File: config.mk
export PLATFORM = sky130hd
export DESIGN_NAME = twist_frame_receiver
export DESIGN_NICKNAME = d
export VERILOG_FILES = /design/src/rtl/core/twfr_pkg.sv /design/src/rtl/core/twfr_in_reg.sv /design/src/rtl/core/twfr_frame.sv /design/src/rtl/core/twfr_out_reg.sv /design/src/rtl/core/twist_frame_receiver.sv
export SDC_FILE = /design/constraint.sdc
export NUM_CORES = 1
export LEC_CHECK = 0
export ABC_AREA = 1
export BUFFER_PORTS_ARGS = -buffer_cell sky130_fd_sc_hd__buf_2
export CAP_MARGIN = 20
export CELL_PAD_IN_SITES_DETAIL_PLACEMENT = 2
export CELL_PAD_IN_SITES_GLOBAL_PLACEMENT = 2
export CORE_ASPECT_RATIO = 0.7
export CORE_MARGIN = 5
export CORE_UTILIZATION = 40
export DETAILED_ROUTE_END_ITERATION = 10
export PLACE_DENSITY_LB_ADDON = 0.2
export SLEW_MARGIN = 20
export SYNTH_ARGS = -nofsm -noshare
export SYNTH_HDL_FRONTEND = slang
export SYNTH_SLANG_ARGS = --single-unit
File: constraint.sdc
create_clock -name clock -period 10.83 [get_ports clock]
set_input_delay 1.083 -clock clock [delete_from_list [all_inputs] [get_ports clock]]
set_output_delay 1.083 -clock clock [all_outputs]
set_load 0.05 [all_outputs]
File: src/rtl/core/twfr_pkg.sv
// ----------------------------------------------------------------------------
// twfr_pkg - shared types and codes of the twist frame receiver
// Status codes, register indexes and the structs passed between stages.
// ----------------------------------------------------------------------------
package twfr_pkg;

   // frame header layout: start byte, type byte, size byte
   localparam int HDR_LEN = 3;
   // width of a frame length compare: size*4+4 with an 8-bit size
   localparam int LEN_W = 11;

   // configuration port
   localparam int CSR_IDX_W = 2;
   localparam logic [CSR_IDX_W-1:0] CSR_START_MARKER = 2'd0;
   localparam logic [CSR_IDX_W-1:0] CSR_END_MARKER   = 2'd1;
   localparam logic [CSR_IDX_W-1:0] CSR_TWIST_TYPE   = 2'd2;
   localparam logic [CSR_IDX_W-1:0] CSR_CMD_TYPE     = 2'd3;

   // reset values of the configuration registers
   localparam logic [7:0] RST_START_MARKER = 8'd115;
   localparam logic [7:0] RST_END_MARKER   = 8'd10;
   localparam logic [7:0] RST_TWIST_TYPE   = 8'd0;
   localparam logic [7:0] RST_CMD_TYPE     = 8'd1;

   // frame status codes
   localparam logic [2:0] ST_TWIST     = 3'd0;
   localparam logic [2:0] ST_CMD       = 3'd1;
   localparam logic [2:0] ST_BAD_START = 3'd2;
   localparam logic [2:0] ST_LEN       = 3'd3;
   localparam logic [2:0] ST_TYPE      = 3'd4;

   typedef struct packed {
      logic [7:0] start_marker;
      logic [7:0] end_marker;
      logic [7:0] twist_type_code;
      logic [7:0] command_type_code;
   } twfr_cfg_type;

   typedef struct packed {
      logic [2:0]  frame_status;
      logic [31:0] twist_x_bits;
      logic [31:0] twist_y_bits;
      logic [31:0] twist_yaw_bits;
      logic [1:0]  words_loaded;
   } twfr_result_type;

endpackage

File: src/rtl/core/twfr_in_reg.sv
// ----------------------------------------------------------------------------
// twfr_in_reg - input register of the twist frame receiver
// Holds one received byte until the frame stage consumes it.
// ----------------------------------------------------------------------------
module twfr_in_reg (
   input  logic       clock,
   input  logic       reset,
   input  logic       req_valid,
   input  logic [7:0] req_rx_byte,
   input  logic       go,
   output logic       req_stall,
   output logic       byte_vld,
   output logic [7:0] rx_byte
);
   logic       vld_ff, vld_in;
   logic [7:0] byte_ff;
   logic       accept;

   // full and not draining this cycle: hold off the sender
   assign req_stall = vld_ff && !go;
   assign accept    = req_valid && !req_stall;
   assign vld_in    = accept || (vld_ff && !go);

   always_ff @(posedge clock) begin
      if (reset) begin
         vld_ff <= 1'b0;
      end else begin
         vld_ff <= vld_in;
      end
   end

   // payload register, no reset needed
   always_ff @(posedge clock) begin
      if (accept) begin
         byte_ff <= req_rx_byte;
      end
   end

   assign byte_vld = vld_ff;
   assign rx_byte  = byte_ff;

endmodule

File: src/rtl/core/twfr_frame.sv
// ----------------------------------------------------------------------------
// twfr_frame - frame collection and check stage
// Counts bytes, keeps header and payload bytes, checks a closed frame and
// loads the twist words.
// ----------------------------------------------------------------------------
module twfr_frame #(
   parameter int FRAME_LIMIT = 256,
   parameter int TWIST_WORDS = 3
) (
   input  logic                     clock,
   input  logic                     reset,
   input  twfr_pkg::twfr_cfg_type   cfg,
   input  logic                     byte_vld,
   input  logic [7:0]               rx_byte,
   input  logic                     go,
   output logic                     closes,
   output twfr_pkg::twfr_result_type result
);
   import twfr_pkg::*;

   localparam int CntW = $clog2(FRAME_LIMIT);
   localparam int PayLen = TWIST_WORDS * 4;
   localparam logic [CntW:0] Limit = (CntW + 1)'(FRAME_LIMIT);

   logic [CntW-1:0]    byte_count_ff, byte_count_in;
   logic [7:0]         header_ff [HDR_LEN];
   logic [7:0]         header_in [HDR_LEN];
   logic [7:0]         payload_ff [PayLen];
   logic [31:0]        twist_ff [TWIST_WORDS];
   logic [31:0]        twist_in [TWIST_WORDS];
   logic [31:0]        word_pad [3];

   logic [CntW:0]      count;
   logic               at_limit;
   logic               is_end;
   logic [7:0]         size;
   logic [LEN_W-1:0]   expect_len;
   logic               len_ok;
   logic [2:0]         status;
   logic               load_twist;
   logic [7:0]         n_words;
   logic [1:0]         loaded;

   // byte count and frame close
   assign count    = {1'b0, byte_count_ff} + 1'b1;
   assign at_limit = (count >= Limit);
   assign is_end   = (rx_byte == cfg.end_marker);
   assign closes   = byte_vld && !at_limit && is_end;

   always_comb begin
      byte_count_in = byte_count_ff;
      if (byte_vld) begin
         if (at_limit || is_end) begin
            byte_count_in = '0;
         end else begin
            byte_count_in = count[CntW-1:0];
         end
      end
   end

   // header bytes with the current byte folded in, so a close sees it
   always_comb begin
      for (int k = 0; k < HDR_LEN; k++) begin
         header_in[k] = header_ff[k];
         if (byte_vld && (32'(byte_count_ff) == k)) begin
            header_in[k] = rx_byte;
         end
      end
   end

   // frame checks: start, then type, then length
   assign size       = header_in[2];
   assign expect_len = {1'b0, size, 2'b00} + LEN_W'(4);
   assign len_ok     = (LEN_W'(count) == expect_len);

   always_comb begin
      if (header_in[0] != cfg.start_marker) begin
         status = ST_BAD_START;
      end else if (header_in[1] == cfg.twist_type_code) begin
         status = len_ok ? ST_TWIST : ST_LEN;
      end else if (header_in[1] == cfg.command_type_code) begin
         status = len_ok ? ST_CMD : ST_LEN;
      end else begin
         status = ST_TYPE;
      end
   end

   assign load_twist = closes && (status == ST_TWIST);
   assign n_words    = (size < 8'(TWIST_WORDS)) ? size : 8'(TWIST_WORDS);
   assign loaded     = (n_words > 8'd3) ? 2'd3 : n_words[1:0];

   // twist word load, little-endian from the payload bytes
   always_comb begin
      for (int i = 0; i < TWIST_WORDS; i++) begin
         twist_in[i] = twist_ff[i];
         if (load_twist && (size > 8'(i))) begin
            twist_in[i] = {payload_ff[4*i+3], payload_ff[4*i+2],
                           payload_ff[4*i+1], payload_ff[4*i]};
         end
      end
   end

   // words without storage read as zero
   for (genvar k = 0; k < 3; k++) begin : g_pad
      if (k < TWIST_WORDS) begin : g_word
         assign word_pad[k] = twist_in[k];
      end else begin : g_zero
         assign word_pad[k] = '0;
      end
   end

   always_comb begin
      result.frame_status   = status;
      result.twist_x_bits   = word_pad[0];
      result.twist_y_bits   = word_pad[1];
      result.twist_yaw_bits = word_pad[2];
      result.words_loaded   = load_twist ? loaded : 2'd0;
   end

   // control state
   always_ff @(posedge clock) begin
      if (reset) begin
         byte_count_ff <= '0;
         for (int k = 0; k < HDR_LEN; k++) begin
            header_ff[k] <= '0;
         end
         for (int i = 0; i < TWIST_WORDS; i++) begin
            twist_ff[i] <= '0;
         end
      end else if (go) begin
         byte_count_ff <= byte_count_in;
         header_ff     <= header_in;
         twist_ff      <= twist_in;
      end
   end

   // payload shadow, only read after the current frame wrote it
   always_ff @(posedge clock) begin
      if (go) begin
         for (int j = 0; j < PayLen; j++) begin
            if (32'(byte_count_ff) == j + HDR_LEN) begin
               payload_ff[j] <= rx_byte;
            end
         end
      end
   end

endmodule

File: src/rtl/core/twfr_out_reg.sv
// ----------------------------------------------------------------------------
// twfr_out_reg - result register of the twist frame receiver
// Holds one frame status until the consumer takes it.
// ----------------------------------------------------------------------------
module twfr_out_reg (
   input  logic                      clock,
   input  logic                      reset,
   input  logic                      load,
   input  twfr_pkg::twfr_result_type result,
   input  logic                      rsp_stall,
   output logic                      rsp_valid,
   output twfr_pkg::twfr_result_type rsp_data
);
   import twfr_pkg::*;

   logic            vld_ff, vld_in;
   twfr_result_type data_ff;

   assign vld_in = load || (vld_ff && rsp_stall);

   always_ff @(posedge clock) begin
      if (reset) begin
         vld_ff <= 1'b0;
      end else begin
         vld_ff <= vld_in;
      end
   end

   always_ff @(posedge clock) begin
      if (load) begin
         data_ff <= result;
      end
   end

   assign rsp_valid = vld_ff;
   assign rsp_data  = data_ff;

endmodule

File: src/rtl/core/twist_frame_receiver.sv
// ----------------------------------------------------------------------------
// twist_frame_receiver - serial frame receiver for twist velocity frames
// Collects bytes into frames, checks each closed frame and reports a status
// with the stored twist words.
//
//   channel | direction | handshake          | payload
//   req     | in        | req_valid/stall    | req_rx_byte
//   rsp     | out       | rsp_valid/stall    | status, three twist words, count
//   csr     | in        | csr_we             | csr_index, csr_wdata
//
// One byte per cycle is taken unless req_stall is high; a request goes
// through the input register and the frame stage into the result register,
// where a closing byte shows its result. Bytes that close no frame give no
// result and never wait on rsp.
// The stall from rsp reaches req_stall only when a closing byte is held.
// Synchronous reset clears counts, header bytes and twist words and loads the reset markers and type codes.
// ----------------------------------------------------------------------------
module twist_frame_receiver #(
   parameter int FRAME_LIMIT = 256,
   parameter int TWIST_WORDS = 3
) (
   input  logic                             clock,
   input  logic                             reset,
   input  logic                             req_valid,
   output logic                             req_stall,
   input  logic [7:0]                       req_rx_byte,
   output logic                             rsp_valid,
   input  logic                             rsp_stall,
   output logic [2:0]                       rsp_frame_status,
   output logic [31:0]                      rsp_twist_x_bits,
   output logic [31:0]                      rsp_twist_y_bits,
   output logic [31:0]                      rsp_twist_yaw_bits,
   output logic [1:0]                       rsp_words_loaded,
   input  logic                             csr_we,
   input  logic [twfr_pkg::CSR_IDX_W-1:0]   csr_index,
   input  logic [7:0]                       csr_wdata
);
   import twfr_pkg::*;

   twfr_cfg_type    cfg_ff;
   logic            byte_vld;
   logic [7:0]      rx_byte;
   logic            closes;
   logic            go;
   twfr_result_type result;
   twfr_result_type rsp_data;

   // configuration registers
   always_ff @(posedge clock) begin
      if (reset) begin
         cfg_ff.start_marker      <= RST_START_MARKER;
         cfg_ff.end_marker        <= RST_END_MARKER;
         cfg_ff.twist_type_code   <= RST_TWIST_TYPE;
         cfg_ff.command_type_code <= RST_CMD_TYPE;
      end else if (csr_we) begin
         unique case (csr_index)
            CSR_START_MARKER: cfg_ff.start_marker      <= csr_wdata;
            CSR_END_MARKER:   cfg_ff.end_marker        <= csr_wdata;
            CSR_TWIST_TYPE:   cfg_ff.twist_type_code   <= csr_wdata;
            CSR_CMD_TYPE:     cfg_ff.command_type_code <= csr_wdata;
            default: ;
         endcase
      end
   end

   // a held byte moves on unless it closes a frame and rsp is blocked
   assign go = byte_vld && (!closes || !rsp_valid || !rsp_stall);

   twfr_in_reg u_in_reg (
      .clock       (clock),
      .reset       (reset),
      .req_valid   (req_valid),
      .req_rx_byte (req_rx_byte),
      .go          (go),
      .req_stall   (req_stall),
      .byte_vld    (byte_vld),
      .rx_byte     (rx_byte)
   );

   twfr_frame #(
      .FRAME_LIMIT (FRAME_LIMIT),
      .TWIST_WORDS (TWIST_WORDS)
   ) u_frame (
      .clock    (clock),
      .reset    (reset),
      .cfg      (cfg_ff),
      .byte_vld (byte_vld),
      .rx_byte  (rx_byte),
      .go       (go),
      .closes   (closes),
      .result   (result)
   );

   twfr_out_reg u_out_reg (
      .clock     (clock),
      .reset     (reset),
      .load      (go && closes),
      .result    (result),
      .rsp_stall (rsp_stall),
      .rsp_valid (rsp_valid),
      .rsp_data  (rsp_data)
   );

   assign rsp_frame_status   = rsp_data.frame_status;
   assign rsp_twist_x_bits   = rsp_data.twist_x_bits;
   assign rsp_twist_y_bits   = rsp_data.twist_y_bits;
   assign rsp_twist_yaw_bits = rsp_data.twist_yaw_bits;
   assign rsp_words_loaded   = rsp_data.words_loaded;

endmodule

==> run summary <==
PLACE
--------------------------------------------------------------------------------------------------
IO buf count                                                                                   125
Placed cells                                                                                 2,242
HPWL after detailed placement                                                            31,200 µm
Final estimated routing congestion in global placement                                       0.852

DETAILED ROUTING
--------------------------------------------------------------------------------------------------
Router iterations before antenna repair                                                          5
Via count of the routed design                                                              12,000
Initial detailed-routing violation count                                                       568
Number of routed nets with antenna violations                                                    0
Detailed Route WL                                                                        48,900 µm
DRC violations left                                                                              0
Via-to-Cell Ratio                                                                             5.21
Average wire per standard cell                                                             21.2 µm

FLOORPLAN
--------------------------------------------------------------------------------------------------
Initial standard-cell utilization of the core                                                40.4%
Die outline width                                                                           245 µm
Standard-cell rows                                                                              60
Die area                                                                                42,700 µm²
Floorplan die height                                                                        174 µm
Core Box Area                                                                           38,300 µm²
Ports                                                                                          126

LOGIC SYNTHESIS
--------------------------------------------------------------------------------------------------
Synth warnings                                                                                   0
Number of enable flip-flop cells after synthesis                                               205
Post-synth top cells                                                                  399 x nand2_1, 244 x nor2_1, 205 x edfxtp_1
Number of nets produced by synthesis                                                         1,708
Share of synthesized flip-flops with an asynchronous set or reset                               0%
Commonest register cell after synthesis                                                   edfxtp_1
Cell with the most instances after synthesis                                               nand2_1
Library cells used by synthesis                                                                 38
Portion of synthesized cell area occupied by the leading cell type                           39.8%
Post-synthesis sequential element count                                                        367
Portion of the post-synthesis area used by sequential elements                               60.8%
Cell count after synthesis                                                                   1,677
Most area-hungry cell type in the Yosys netlist                                           edfxtp_1
Mapped Avg Cell Area                                                                      9.22 µm²
Cell Area, Synth                                                                        15,500 µm²
Ranking of synthesized cells by area                                                  edfxtp_1 40%, dfxtp_1 21%, nand2_1 9.7%, nor2_1 5.9%, nand3_1 4.4%

TIMING
--------------------------------------------------------------------------------------------------
Number of setup violations in the final report                                                   0
Sum of negative setup slack                                                                   0 ns
Maximum operating frequency                                                                191 MHz
Unrepaired setup endpoints after global routing                                                 no
Fin crit period                                                                            5.23 ns
Max-Slew Margin vs Limit                                                                     32.4%
Slew Limit Fails                                                                                 0
Post-Route Hold Slack                                                                     0.467 ns
Post-route clock skew                                                                    0.0249 ns
Number of endpoints with negative hold slack in the final report                                 0
Part of the cycle the worst path needs                                                       48.3%
Worst-margin pin slew                                                                      1.01 ns

WORST SETUP PATH
--------------------------------------------------------------------------------------------------
Startpoint types                                                                          register
Master of the slowest instance on the critical path                                       edfxtp_1
Crit path capture type                                                                    register
Family with the most delay on the worst path                                          simple AND/OR/NAND/NOR gates
Biggest fanout along the worst timing path                                                     123
Length in cells of the worst reg-to-reg path                                                    12
CP cell instances                                                                     inv_1 > or2_2 > nand4_1 > nor3_1 > nand4_1 > nor2_1 > inv_2 > nand2_2 > inv_6 > buf_4 > nand3_1 > nor2_1
Worst reg2reg path startpoint                                                         u_in_reg.rx_byte[6]$_DFFE_PP_
Critical path buffer and inverter count                                                          4
Slack of the worst reg-to-reg path                                                         5.60 ns
Biggest cell delay along the critical path                                                 0.94 ns
Critical path class                                                                        reg2reg
Worst flop-to-flop path endpoint                                                      u_frame.payload_ff[2][2]$_DFFE_PP_
Data required time at the worst endpoint                                                  11.00 ns
Arrival time at the worst endpoint                                                         5.39 ns

CLOCKING
--------------------------------------------------------------------------------------------------
H-tree levels                                                                                    2
Source-to-sink clock delay at the later pin of the worst-skew pair                         0.54 ns
Clock buffer depth                                                                               3
Post-CTS setup buffer count                                                                      0
Clock transition time at the flip-flop clock pins of the worst setup and hold paths        0.06 ns
Clock tree from TritonCTS                                                                      yes
Inserted Clock Buffers                                                                          39
Clock Sinks                                                                                    367
Number of gates given a new drive strength after cts                                             0
Clk root buf                                                                             clkbuf_16
Hold-fix buffers, CTS                                                                            0

CELLS AND AREA
--------------------------------------------------------------------------------------------------
Final net count                                                                              1,818
Count of fill cells added during filler insertion                                            4,108
Post-Layout Cell Count                                                                       2,312
Layout cells sized above 1                                                                   15.2%
Area growth syn-to-layout                                                                    14.8%
Diodes inserted                                                                                  0

HOLD PATH
--------------------------------------------------------------------------------------------------
Worst min path class                                                                       reg2reg
Hold path cells                                                                                  2
Worst hold path endpoint                                                              cfg_ff[9]$_SDFFE_PP0P_
Worst Min Path Start                                                                  cfg_ff[9]$_SDFFE_PP0P_

RUN STATUS
--------------------------------------------------------------------------------------------------
Outcome                                                                               complete, no violations

PWR
--------------------------------------------------------------------------------------------------
Maximum ir drop on the vdd rail                                                          0.0936 mV
Static leakage power                                                                       7.73 nW
Pwr dens                                                                                177 nW/µm²
Total power                                                                              0.00314 W

GRT
--------------------------------------------------------------------------------------------------
Number of global-route vias before repair                                                   13,400
Pin count of the biggest net entering global routing                                           124
Grt total ovfl                                                                                   0
Number of antenna violations at the first check in global routing                                0
GRT Resource Usage Total                                                                     22.6%
Global-route wire length before repair                                                   76,700 µm

RUN
--------------------------------------------------------------------------------------------------
Number of max-cap violations                                                                     0

[power by group]
| group | total (W) | internal [W] | switching, W |
|---|---|---|---|
| Clock | 0.00135 | 0.000785 | 0.000563 |
| Combinational | 0.000254 | 0.0000715 | 0.000182 |
| Sequential | 0.00154 | 0.00151 | 0.0000309 |
[worst max-delay path by stage]
stage                                           from                             endpoint  slack, ns  cells after the start
2_1_floorplan  u_frame.byte_count_ff[0]$_SDFFE_PP0P_  u_out_reg.rsp_data[0]$_SDFFCE_PP0P_       4.06                     10
5_1_grt                u_in_reg.rx_byte[6]$_DFFE_PP_   u_frame.payload_ff[2][5]$_DFFE_PP_       5.24                     12
3_5_place_dp           u_in_reg.rx_byte[5]$_DFFE_PP_  u_frame.payload_ff[0][16]$_DFFE_PP_       5.29                     12
6_report               u_in_reg.rx_byte[6]$_DFFE_PP_   u_frame.payload_ff[2][2]$_DFFE_PP_       5.60                     12
3_3_place_gp           u_in_reg.rx_byte[5]$_DFFE_PP_  u_frame.payload_ff[0][16]$_DFFE_PP_       5.74                     12
4_1_cts                u_in_reg.rx_byte[6]$_DFFE_PP_  u_frame.payload_ff[0][18]$_DFFE_PP_       5.22                     12
[cells by family after synthesis]
kind of cell,after synthesis,synth area share [%]
compound gates,150,5.34
xor+xnor,32,1.81
fa+ha+maj,8,0.647
buf+inv,258,6.94
flops,367,60.8
simple gates,862,24.5
[final cells by class]
type	count	area [µm²]	share of cell area, %
flip-flops and latches	367	9400	52.9
inverters	181	684	3.86
multi-input cells	1052	5010	28.2
clock buffers	52	1060	6.00
clock inverters	18	183	1.03
well taps	496	621	3.50
repair buffers	146	786	4.43
[metrics by stage]
step	area (µm²)	worst slack (ns)	utilization, %
floorplan	15500	4.06	-
global placement	16500	5.74	43.1
detailed placement	16500	5.29	43.1
CTS	17700	5.22	46.3
global route	17800	5.24	46.4
finish	17800	5.60	46.4
[layout by cell type (no fill, tap or decap), drive strengths merged, types with 8 or more instances in the layout]
master	count
a211oi	18
a21oi	32
a31oi	9
buf	146
clkbuf	52
clkinv	16
dfxtp	162
edfxtp	205
ha	8
inv	179
nand2	408
nand3	169
nand4	10
nor2	253
nor3	14
o21ai	88
xor2	29
[registers in the layout (all words and copies together), names as in the netlist]
register,cells
u_out_reg.rsp_data,101
u_frame.payload_ff,96
u_frame.twist_ff,96
cfg_ff,32
u_frame.header_ff,24
u_frame.byte_count_ff,8
u_in_reg.rx_byte,8
u_in_reg.byte_vld,1
u_out_reg.rsp_valid,1
[worst reg2reg max path, stage by stage (launching register included)]
cell and delay [ns]:
edfxtp_1 0.94, inv_1 0.17, or2_2 0.32, nand4_1 0.10, nor3_1 0.07, nand4_1 0.21, nor2_1 0.14, inv_2 0.12
nand2_2 0.10, inv_6 0.65, buf_4 0.94, nand3_1 0.42, nor2_1 0.68
[routing by layer]
metal	GRT usage (%)	part of all wire (%)	up-vias
met3	3.09	3.2	63
met1	28.6	43	6137
met2	41.2	52	183
met4	5.49	2.0	0
li1	-	-	5664
met5	0	0	-
Note: power is estimated with default switching activity, not from simulation.
